[src/design/hsc_pkg.sv]
// ----------------------------------------------------------------------------
// hsc_pkg
// Shared types, constants and bit-mapping functions for the Hamming SEC codec.
// ----------------------------------------------------------------------------
`default_nettype none

package hsc_pkg;

   localparam int WORD_W            = 63;
   localparam int SYN_W             = 6;
   localparam int CSR_W             = 6;
   localparam int DEF_MAX_DATA_BITS = 57;
   localparam logic [CSR_W-1:0] RESET_DATA_BITS = CSR_W'(4);

   localparam logic ACT_ENCODE = 1'b0;
   localparam logic ACT_DECODE = 1'b1;

   typedef struct packed {
      logic              action;
      logic [WORD_W-1:0] word_in;
   } req_type;

   typedef struct packed {
      logic [WORD_W-1:0] result_word;
      logic [WORD_W-1:0] corrected_code;
      logic [SYN_W-1:0]  syndrome;
      logic              bit_corrected;
      logic              uncorrectable;
   } rsp_type;

   typedef struct packed {
      logic [SYN_W-1:0]  code_len;
      logic [WORD_W-1:0] data_mask;
      logic [WORD_W-1:0] code_mask;
   } cfg_type;

   function automatic logic is_pow2(input int pos);
      return (pos & (pos - 1)) == 0;
   endfunction

   // data bit j goes to the j-th position that is not a power of two
   function automatic logic [WORD_W-1:0] spread(input logic [WORD_W-1:0] data);
      logic [WORD_W-1:0] code;
      int                j;
      code = '0;
      j    = 0;
      for (int pos = 1; pos <= WORD_W; pos++) begin
         if (!is_pow2(pos)) begin
            code[pos-1] = data[j];
            j++;
         end
      end
      return code;
   endfunction

   function automatic logic [WORD_W-1:0] extract(input logic [WORD_W-1:0] code);
      logic [WORD_W-1:0] data;
      int                j;
      data = '0;
      j    = 0;
      for (int pos = 1; pos <= WORD_W; pos++) begin
         if (!is_pow2(pos)) begin
            data[j] = code[pos-1];
            j++;
         end
      end
      return data;
   endfunction

   function automatic logic [SYN_W-1:0] syndrome_of(input logic [WORD_W-1:0] code);
      logic [SYN_W-1:0] syn;
      syn = '0;
      for (int pos = 1; pos <= WORD_W; pos++) begin
         if (code[pos-1]) begin
            syn = syn ^ SYN_W'(pos);
         end
      end
      return syn;
   endfunction

endpackage

`default_nettype wire

[src/design/hsc_cfg.sv]
// ----------------------------------------------------------------------------
// hsc_cfg
// Data width register with the derived code length and bit masks.
// ----------------------------------------------------------------------------
`default_nettype none

module hsc_cfg
   import hsc_pkg::*;
#(
   parameter int MAX_DATA_BITS = DEF_MAX_DATA_BITS
) (
   input  wire logic             clock,
   input  wire logic             reset,
   input  wire logic             csr_valid,
   output logic                  csr_ready,
   input  wire logic [CSR_W-1:0] csr_data,
   output cfg_type               cfg
);

   cfg_type cfg_ff;
   cfg_type cfg_in;

   function automatic cfg_type derive(input logic [CSR_W-1:0] raw);
      cfg_type          c;
      logic [CSR_W-1:0] k;
      logic [CSR_W-1:0] r;
      k = (raw > CSR_W'(MAX_DATA_BITS)) ? CSR_W'(MAX_DATA_BITS) : raw;
      r = '0;
      for (int p = 0; p <= SYN_W; p++) begin
         if ((1 << p) < (int'(k) + p + 1)) begin
            r = CSR_W'(p + 1);
         end
      end
      c.code_len = SYN_W'(k + r);
      for (int i = 0; i < WORD_W; i++) begin
         c.data_mask[i] = (i < int'(k));
         c.code_mask[i] = (i < int'(c.code_len));
      end
      return c;
   endfunction

   assign csr_ready = 1'b1;
   assign cfg_in    = derive(csr_data);
   assign cfg       = cfg_ff;

   always_ff @(posedge clock) begin
      if (reset) begin
         cfg_ff <= derive(RESET_DATA_BITS);
      end else if (csr_valid) begin
         cfg_ff <= cfg_in;
      end
   end

endmodule

`default_nettype wire

[src/design/hamming_sec_codec.sv]
// ----------------------------------------------------------------------------
// hamming_sec_codec
// Hamming single-error-correcting encoder/decoder with a programmable data
// width, in a three-stage pipeline.
// ----------------------------------------------------------------------------
// Channel   Direction  Handshake               Payload
// req_      in         req_valid / req_ready   req_type (action, word_in)
// rsp_      out        rsp_valid / rsp_ready   rsp_type (result, code, flags)
// csr_      in         csr_valid / csr_ready   data width k, 6 bits
//
// One request per cycle while the result channel is not stalled; a request passes
// through the stages place/mask, syndrome tree and correct/extract, each
// registered, before its result is valid on the result channel.
// Synchronous reset empties the pipeline and restores the data width to 4.
// A stalled output holds; upstream stages keep filling bubbles until full.
// ----------------------------------------------------------------------------
`default_nettype none

module hamming_sec_codec
   import hsc_pkg::*;
#(
   parameter int MAX_DATA_BITS = DEF_MAX_DATA_BITS
) (
   input  wire logic             clock,
   input  wire logic             reset,
   input  wire logic             req_valid,
   output logic                  req_ready,
   input  wire req_type          req_data,
   output logic                  rsp_valid,
   input  wire logic             rsp_ready,
   output rsp_type               rsp_data,
   input  wire logic             csr_valid,
   output logic                  csr_ready,
   input  wire logic [CSR_W-1:0] csr_data
);

   typedef struct packed {
      logic              action;
      logic [WORD_W-1:0] code;
   } place_type;

   typedef struct packed {
      logic              action;
      logic [WORD_W-1:0] code;
      logic [SYN_W-1:0]  syn;
   } syn_type;

   cfg_type   cfg;

   logic      s1_valid_ff;
   logic      s2_valid_ff;
   logic      s3_valid_ff;
   logic      s1_ready;
   logic      s2_ready;
   logic      s3_ready;
   place_type s1_ff;
   place_type s1_in;
   syn_type   s2_ff;
   syn_type   s2_in;
   rsp_type   s3_ff;
   rsp_type   s3_in;

   hsc_cfg #(
      .MAX_DATA_BITS(MAX_DATA_BITS)
   ) u_cfg (
      .clock    (clock),
      .reset    (reset),
      .csr_valid(csr_valid),
      .csr_ready(csr_ready),
      .csr_data (csr_data),
      .cfg      (cfg)
   );

   assign s3_ready  = !s3_valid_ff || rsp_ready;
   assign s2_ready  = !s2_valid_ff || s3_ready;
   assign s1_ready  = !s1_valid_ff || s2_ready;
   assign req_ready = s1_ready;
   assign rsp_valid = s3_valid_ff;
   assign rsp_data  = s3_ff;

   always_comb begin
      s1_in.action = req_data.action;
      if (req_data.action == ACT_DECODE) begin
         s1_in.code = req_data.word_in & cfg.code_mask;
      end else begin
         s1_in.code = spread(req_data.word_in & cfg.data_mask);
      end
   end

   always_comb begin
      s2_in.action = s1_ff.action;
      s2_in.code   = s1_ff.code;
      s2_in.syn    = syndrome_of(s1_ff.code);
   end

   always_comb begin
      logic [WORD_W-1:0] code;
      logic              fix;
      code  = s2_ff.code;
      fix   = 1'b0;
      s3_in = '0;
      if (s2_ff.action == ACT_DECODE) begin
         fix = (s2_ff.syn != '0) && (s2_ff.syn <= cfg.code_len);
         for (int i = 0; i < WORD_W; i++) begin
            if (fix && (s2_ff.syn == SYN_W'(i + 1))) begin
               code[i] = !code[i];
            end
         end
         s3_in.result_word    = extract(code);
         s3_in.corrected_code = code;
         s3_in.syndrome       = s2_ff.syn;
         s3_in.bit_corrected  = fix;
         s3_in.uncorrectable  = (s2_ff.syn != '0) && !fix;
      end else begin
         for (int p = 0; p < SYN_W; p++) begin
            if (s2_ff.syn[p]) begin
               code[(1 << p) - 1] = 1'b1;
            end
         end
         s3_in.result_word    = code;
         s3_in.corrected_code = code;
      end
   end

   always_ff @(posedge clock) begin
      if (reset) begin
         s1_valid_ff <= 1'b0;
         s2_valid_ff <= 1'b0;
         s3_valid_ff <= 1'b0;
      end else begin
         if (s1_ready) begin
            s1_valid_ff <= req_valid;
         end
         if (s2_ready) begin
            s2_valid_ff <= s1_valid_ff;
         end
         if (s3_ready) begin
            s3_valid_ff <= s2_valid_ff;
         end
      end
   end

   always_ff @(posedge clock) begin
      if (s1_ready) begin
         s1_ff <= s1_in;
      end
      if (s2_ready) begin
         s2_ff <= s2_in;
      end
      if (s3_ready) begin
         s3_ff <= s3_in;
      end
   end

endmodule

`default_nettype wire

[config.mk]
export PLATFORM = sky130hd
export DESIGN_NAME = hamming_sec_codec
export DESIGN_NICKNAME = d
export VERILOG_FILES = /design/src/design/hsc_pkg.sv /design/src/design/hsc_cfg.sv /design/src/design/hamming_sec_codec.sv
export SDC_FILE = /design/constraint.sdc
export NUM_CORES = 1
export LEC_CHECK = 0
export BUFFER_PORTS_ARGS = -buffer_cell sky130_fd_sc_hd__buf_2
export CAP_MARGIN = 0
export CORE_ASPECT_RATIO = 1.4
export CORE_MARGIN = 1
export CORE_UTILIZATION = 59
export CTS_CLUSTER_DIAMETER = 30
export DETAILED_ROUTE_END_ITERATION = 10
export PLACE_DENSITY = 0.8
export SLEW_MARGIN = 20
export SYNTH_ARGS = -nofsm -noshare
export SYNTH_HDL_FRONTEND = slang
export SYNTH_HIERARCHICAL = 1
export SYNTH_SLANG_ARGS = --single-unit
export TNS_END_PERCENT = 50
[constraint.sdc]
create_clock -name clock -period 5.7 [get_ports clock]
set_input_delay 0.285 -clock clock [delete_from_list [all_inputs] [get_ports clock]]
set_output_delay 0.285 -clock clock [all_outputs]
set_load 0.01 [all_outputs]
==> summary.txt, run 1 <==
Power
  – Combinational power share: 0.236
  – Sw frac: 0.341
  – Static leakage: 8.65 nW
  – Sw power: 3.06 mW
  – Pint: about 5.9 mW
  – Worst ir drop on vdd: about 0.00035 V
  – Flop pwr share: 0.405
  – PwrDens: between 400 and 500 nW/um^2
  – Clk network pwr share: 0.359

Final layout
  – Area of the multi-input gates: 7760 um^2
  – Ratio of cells with drive above 1 in the final layout: 0.186
  – Syn-to-layout area delta: 16.2%
  – Fin nets: between 2k and 2.5k
  – Layout fillers: between 2k and 2.5k
  – Final Cell Area: 22100 um^2
  – Sequential cell area: ~11000 um^2

Global route
  – First-pass GRT wire length: ~90000 um
  – Largest net degree at the start of global routing: 105
  – Vias in the first global route: 14.7k
  – Antenna violations before repair: 2
  – Remaining Overflow, GRT: 0
  – Global Route Usage Sum: 0.354

Synthesis
  – Net count after synthesis: 1909
  – Mapped Cells: ~1.8k
  – Synth Cell Area: 19000 um^2
  – Yosys warnings: 6
  – Mean post-synth cell area: ~10 um^2

Timing
  – Hold slack: 0.0461 ns
  – Fin crit period: between 4 and 5 ns
  – Actual slew at the worst max-slew pin: roughly 1 ns
  – Unrepaired setup endpoints after global routing: false
  – Setup violations, final: 0
  – Tcrit/Tclk final: 0.762
  – Sum of negative setup slack: 0 ns
  – Worst slew margin: 0.324
  – Final Skew: between 0.02 and 0.025 ns
  – Max Freq: between 200 and 250 MHz
  – Final setup margin: 1.35 ns
  – Slew Viols, Final: 0
  – Final-report hold violation count: 0

Routing
  – Post-detailed-routing wire length: just under 60000 um
  – Via count: approximately 15k
  – First-pass DRT Iterations: 6
  – DRT antenna net count: 0
  – WL/cell: 23.9 um
  – Vias per cell: about 6.3
  – DRT iter0 DRCs: around 1.4k
  – DRC: 0

Setup path
  – Critical path's slowest cell: fa_1
  – Worst reg2reg path depth: 9
  – Data required time at the worst endpoint: between 6 and 7 ns
  – Crit path cell chain: buf_2 -> and3_1 -> a21o_1 -> inv_1 -> ha_1 -> inv_1 -> a211oi_1 -> a211oi_1 -> o21ai_0 -> nand4_1 -> ha_1 -> fa_1 -> o21ai_0 -> and2_1 -> nor2_1 -> nand4_1 -> a22oi_1
  – Element type at the critical path start: input port
  – Crit path capture: u_cfg/cfg[22]$_SDFFE_PP0P_
  – Critical path class: in -> reg
  – Max incr delay on CP: ~0.45 ns
  – FF-to-FF setup slack: roughly 2.4 ns
  – Critical-path maximum fanout: 21
  – Arrival @ worst endpoint: between 4 and 5 ns
  – Critical Path End Type: flip-flop
  – Worst reg2reg path startpoint: s2_ff[0]$_DFFE_PP_
  – CP Launch Point: csr_data[3]
  – Reg2reg end: rsp_data[112]$_DFFE_PP_

Floorplan
  – FP Rows: 77
  – Die ar.: 33000 um^2
  – Die height: between 200 and 250 um
  – I/O pins: approximately 210
  – Core ar.: 31700 um^2
  – Die W: around 150 um
  – Initial core utilization: 0.600

Flow run
  – Max Cap Viol: 0

Clock network
  – Num CTS Buffers: 50
  – Quantity of gates resized following cts: 0
  – CTS Root Cell: clkbuf_16
  – Clock-pin slew on the worst setup and hold paths: 0.06 ns
  – Clock latency on the worst-skew pair: 0.59 ns
  – Clk buf depth: 3
  – Htree depth: 2
  – CTS tree: done
  – CTS sink cnt: 396

Placement
  – Placed Area: about 20000 um^2
  – DPL Wire Length: 43100 um
  – Port Buffers: 210
  – Pre-CTS WS: roughly 0.67 ns
  – GPL Wtd Cong: 0.965

Outcome
  – Status: finished, final reports clean

Hold path
  – Min-Delay Path Class: in -> reg
## routing by layer
| metal | track usage | vias up | share of wire |
|---|---|---|---|
| met3 | 0.0507 | 235 | 0.068 |
| li1 | - | 7071 | - |
| met2 | 0.628 | 843 | 0.51 |
| met1 | 0.387 | 7219 | 0.35 |
| met5 | 0 | - | 0 |
| met4 | 0.250 | 0 | 0.079 |
## power groups by stage
stage / Combinational [mW] / Clock, mW / Sequential (mW)
after floorplan: 1.42 / 0 / 3.64
after global placement: 2.03 / 0 / 3.68
after detailed placement: 2.06 / 0 / 3.68
after CTS: 2.07 / 3.23 / 3.63
after global routing: 2.26 / 3.34 / 3.66
final: 2.12 / 3.22 / 3.63
## critical path, delay by kind of cell
kind,cells,cell delay (ns)
buffers and inverters,3,0.64
adders and majority gates,3,0.96
AOI/OAI and AO/OA,6,1.37
and+or+nand+nor,5,1.57
## registers in the layout (all words and copies together), names as in the netlist
name         count
u_cfg/cfg      125
s1_ff           64
s1_valid_ff      1
rsp_valid        1
s2_ff           70
s2_valid_ff      1
rsp_data       134
## how the worst min path moves through the flow
stage	start	to	slack (ns)	depth (start not counted)
final	req_data[2]	s1_ff[2]$_DFFE_PP_	0.05	3
after floorplan	reset	rsp_valid$_SDFFE_PP0P_	0.36	1
after global routing	req_data[53]	s1_ff[53]$_DFFE_PP_	0.06	3
after detailed placement	s1_ff[63]$_DFFE_PP_	s2_ff[69]$_DFFE_PP_	0.42	0
after global placement	s1_ff[63]$_DFFE_PP_	s2_ff[69]$_DFFE_PP_	0.40	0
after CTS	req_data[58]	s1_ff[58]$_DFFE_PP_	0.03	3
## layout by cell type (no fill, tap or decap), types with 14 or more instances in the layout
cell         n
buf_2      210
dfxtp_1    128
nand2b_1    17
clkbuf_16   50
o21ai_0    116
buf_4       45
a211oi_1    26
inv_1       28
o31ai_1     41
or4_1       38
o211ai_1    14
and3_1      18
nor4_1      15
nand4_1     25
a21oi_1     62
nor2_1     132
nand2_1    180
xor2_1      17
ha_1        15
a31oi_1     51
nand3_1    130
nor3_1      37
xnor2_1    149
nor2b_1     19
edfxtp_1   268
## stage by stage
stage / util / cells / total power [mW]
2_1_floorplan: - / 1818 / 5.07
3_3_place_gp: 0.642 / 2339 / 5.70
3_5_place_dp: 0.642 / 2339 / 5.74
4_1_cts: 0.697 / 2432 / 8.92
5_1_grt: 0.698 / 2432 / 9.26
6_report: 0.698 / 2435 / 8.97
## final cells by class
cell class	count	area share
timing repair buffer	256	0.0632
clock inverter	39	0.0207
multi-input combinational	1262	0.351
clock buffer	53	0.0575
tap	395	0.0223
inverter	31	0.00537
sequential	396	0.480
antenna	3	0.000339
## what timing repair did
item / CTS / global route
hold buffers: 1 / 0
endpoints found under the hold margin: 1 / 0
setup endpoints to repair: 0 / 0
setup buffers: 0 / 0
(Power assumes the default switching activity.)
==> inputs of run 2 (changes only) <==
Clock period 5.7 ns to 4.5 ns, I/O delays scaled along.
==> summary.txt, run 2 (synthesized netlist as in run 1, its figures left out) <==
Outcome
  – Status: finished, final reports clean

Global route
  – Met2 Use GR: 0.616
  – Vias in the first global route: roughly 15k
  – Global Route Usage Sum: 0.353
  – Met3 GRT Util: 0.0445
  – Most Crowded Layer GR: met2
  – Antenna violations before repair: 1
  – Met1 GRT Util: 0.391
  – First-pass GRT wire length: around 90000 um
  – Largest net degree at the start of global routing: 135
  – Remaining Overflow, GRT: 0

Placement
  – Pre-CTS WS: approximately 0.19 ns
  – Port Buffers: 210
  – Placed Area: approximately 21000 um^2
  – DPL Wire Length: ~43000 um
  – Placed insts: 2365
  – GPL Wtd Cong: around 0.98

Clock network
  – Clock latency on the worst-skew pair: between 0.5 and 0.6 ns
  – CTS sink cnt: just under 400
  – Htree depth: 2
  – Clock-pin slew on the worst setup and hold paths: approximately 0.060 ns
  – Num CTS Buffers: 52
  – Clk buf depth: 3
  – CTS tree: done
  – CTS Root Cell: clkbuf_16
  – Post-CTS setup repair buffer count: 0

Routing
  – Via count: around 16k
  – DRC: 0
  – Vias per cell: 6.31
  – First-pass DRT Iterations: 7
  – DRT iter0 DRCs: ~1.5k
  – Post-detailed-routing wire length: approximately 58000 um
  – DRT antenna net count: 0
  – WL/cell: 23.4 um

Final layout
  – Fin cells: around 2.5k
  – Syn-to-layout area delta: 18.6%
  – Most common cell after layout, fill and taps aside: edfxtp_1
  – Final Cell Area: ~23000 um^2
  – Ratio of cells with drive above 1 in the final layout: 0.197
  – Fin util: 0.712
  – Fin nets: between 2k and 2.5k
  – Commonest cells after routing, fill and taps aside: edfxtp_1, buf_2, nand2_1
  – Max reg flops: between 100 and 150

Floorplan
  – FP Rows: 77
  – Core ar.: 31700 um^2
  – Die height: between 200 and 250 um
  – Die ar.: 33000 um^2
  – I/O pins: approximately 210
  – Initial core utilization: 0.600
  – Die W: between 150 and 200 um

Setup path
  – Critical path class: in -> reg
  – Critical Path End Type: flip-flop
  – Arrival @ worst endpoint: 4.28 ns
  – Critical-path maximum fanout: 8
  – Data required time at the worst endpoint: between 4 and 5 ns
  – Worst reg2reg path startpoint: s2_ff[2]$_DFFE_PP_
  – Reg2reg end: rsp_data[112]$_DFFE_PP_
  – Worst reg2reg path depth: 6
  – FF-to-FF setup slack: ~1.4 ns
  – Element type at the critical path start: input port

Hold path
  – Min-Delay Path Class: in -> reg
  – Worst Hold Depth: 3
  – WHS Endpoint: s1_ff[43]$_DFFE_PP_
  – Hold path startpoint: req_data[43]

Timing
  – Max Freq: between 200 and 300 MHz
  – Unrepaired setup endpoints after global routing: false
  – Worst slew margin: 0.343
  – Tcrit/Tclk final: 0.857
  – Final setup margin: 0.644 ns
  – Sum of negative setup slack: 0 ns
  – Hold slack: 0.0270 ns
  – Setup violations, final: 0
  – Fin crit period: between 3 and 4 ns
  – Final Skew: between 0.03 and 0.04 ns
  – Slew Viols, Final: 0
  – Actual slew at the worst max-slew pin: around 0.98 ns
  – Final-report hold violation count: 0

Flow run
  – Max Cap Viol: 0

Power
  – PwrDens: between 500 and 600 nW/um^2
  – Worst ir drop on vdd: 0.000452 V
  – Total power: about 12 mW
  – Static leakage: 8.88 nW
run 2: worst max-delay path by stage:
stage	from	cells after the start	to	slack, ns
4_1_cts	csr_data[1]	16	u_cfg/cfg[6]$_SDFFE_PP1P_	0.77
2_1_floorplan	csr_data[2]	19	u_cfg/cfg[8]$_SDFFE_PP0P_	0.24
3_5_place_dp	csr_data[1]	16	u_cfg/cfg[5]$_SDFFE_PP1P_	0.19
3_3_place_gp	csr_data[1]	16	u_cfg/cfg[4]$_SDFFE_PP1P_	0.24
5_1_grt	csr_data[1]	16	u_cfg/cfg[5]$_SDFFE_PP1P_	0.38
6_report	csr_data[1]	16	u_cfg/cfg[5]$_SDFFE_PP1P_	0.64
run 2: worst max-delay path: stages:
cell and delay [ns]:
buf_2 0.15, or2_2 0.36, a21o_1 0.26, ha_1 0.26, nand2b_1 0.16, o221ai_1 0.28, nand2_1 0.09, o41ai_1 0.32
a31oi_1 0.23, fa_1 0.44, buf_4 0.17, o21ai_0 0.27, nand2_1 0.13, o22a_1 0.32, o31ai_2 0.43, o21ai_0 0.17
run 2: report_power, final:
part | total [mW] | internal [mW] | switching [mW]
Clock | 4.16 | 2.43 | 1.74
Combinational | 2.81 | 0.892 | 1.92
Sequential | 4.55 | 4.30 | 0.252
run 2: layer usage:
layer,vias to the layer above,wire length (um)
met5,-,0
met4,0,4920
met3,258,3650
met2,921,29100
met1,7289,20300
li1,7157,-
run 2: cell type report:
class | instances | area, um^2
sequential | 396 | 10600
multi-input combinational | 1262 | 7750
antenna | 1 | 2.50
fill | 2233 | 9130
clock inverter | 43 | 485
timing repair buffer | 295 | 1770
tap | 395 | 494
clock buffer | 54 | 1330
inverter | 31 | 119
run 2: repair_timing:
action	CTS	global route
gates resized for setup	0	0
hold buffers	14	0
endpoints found under the hold margin	14	0
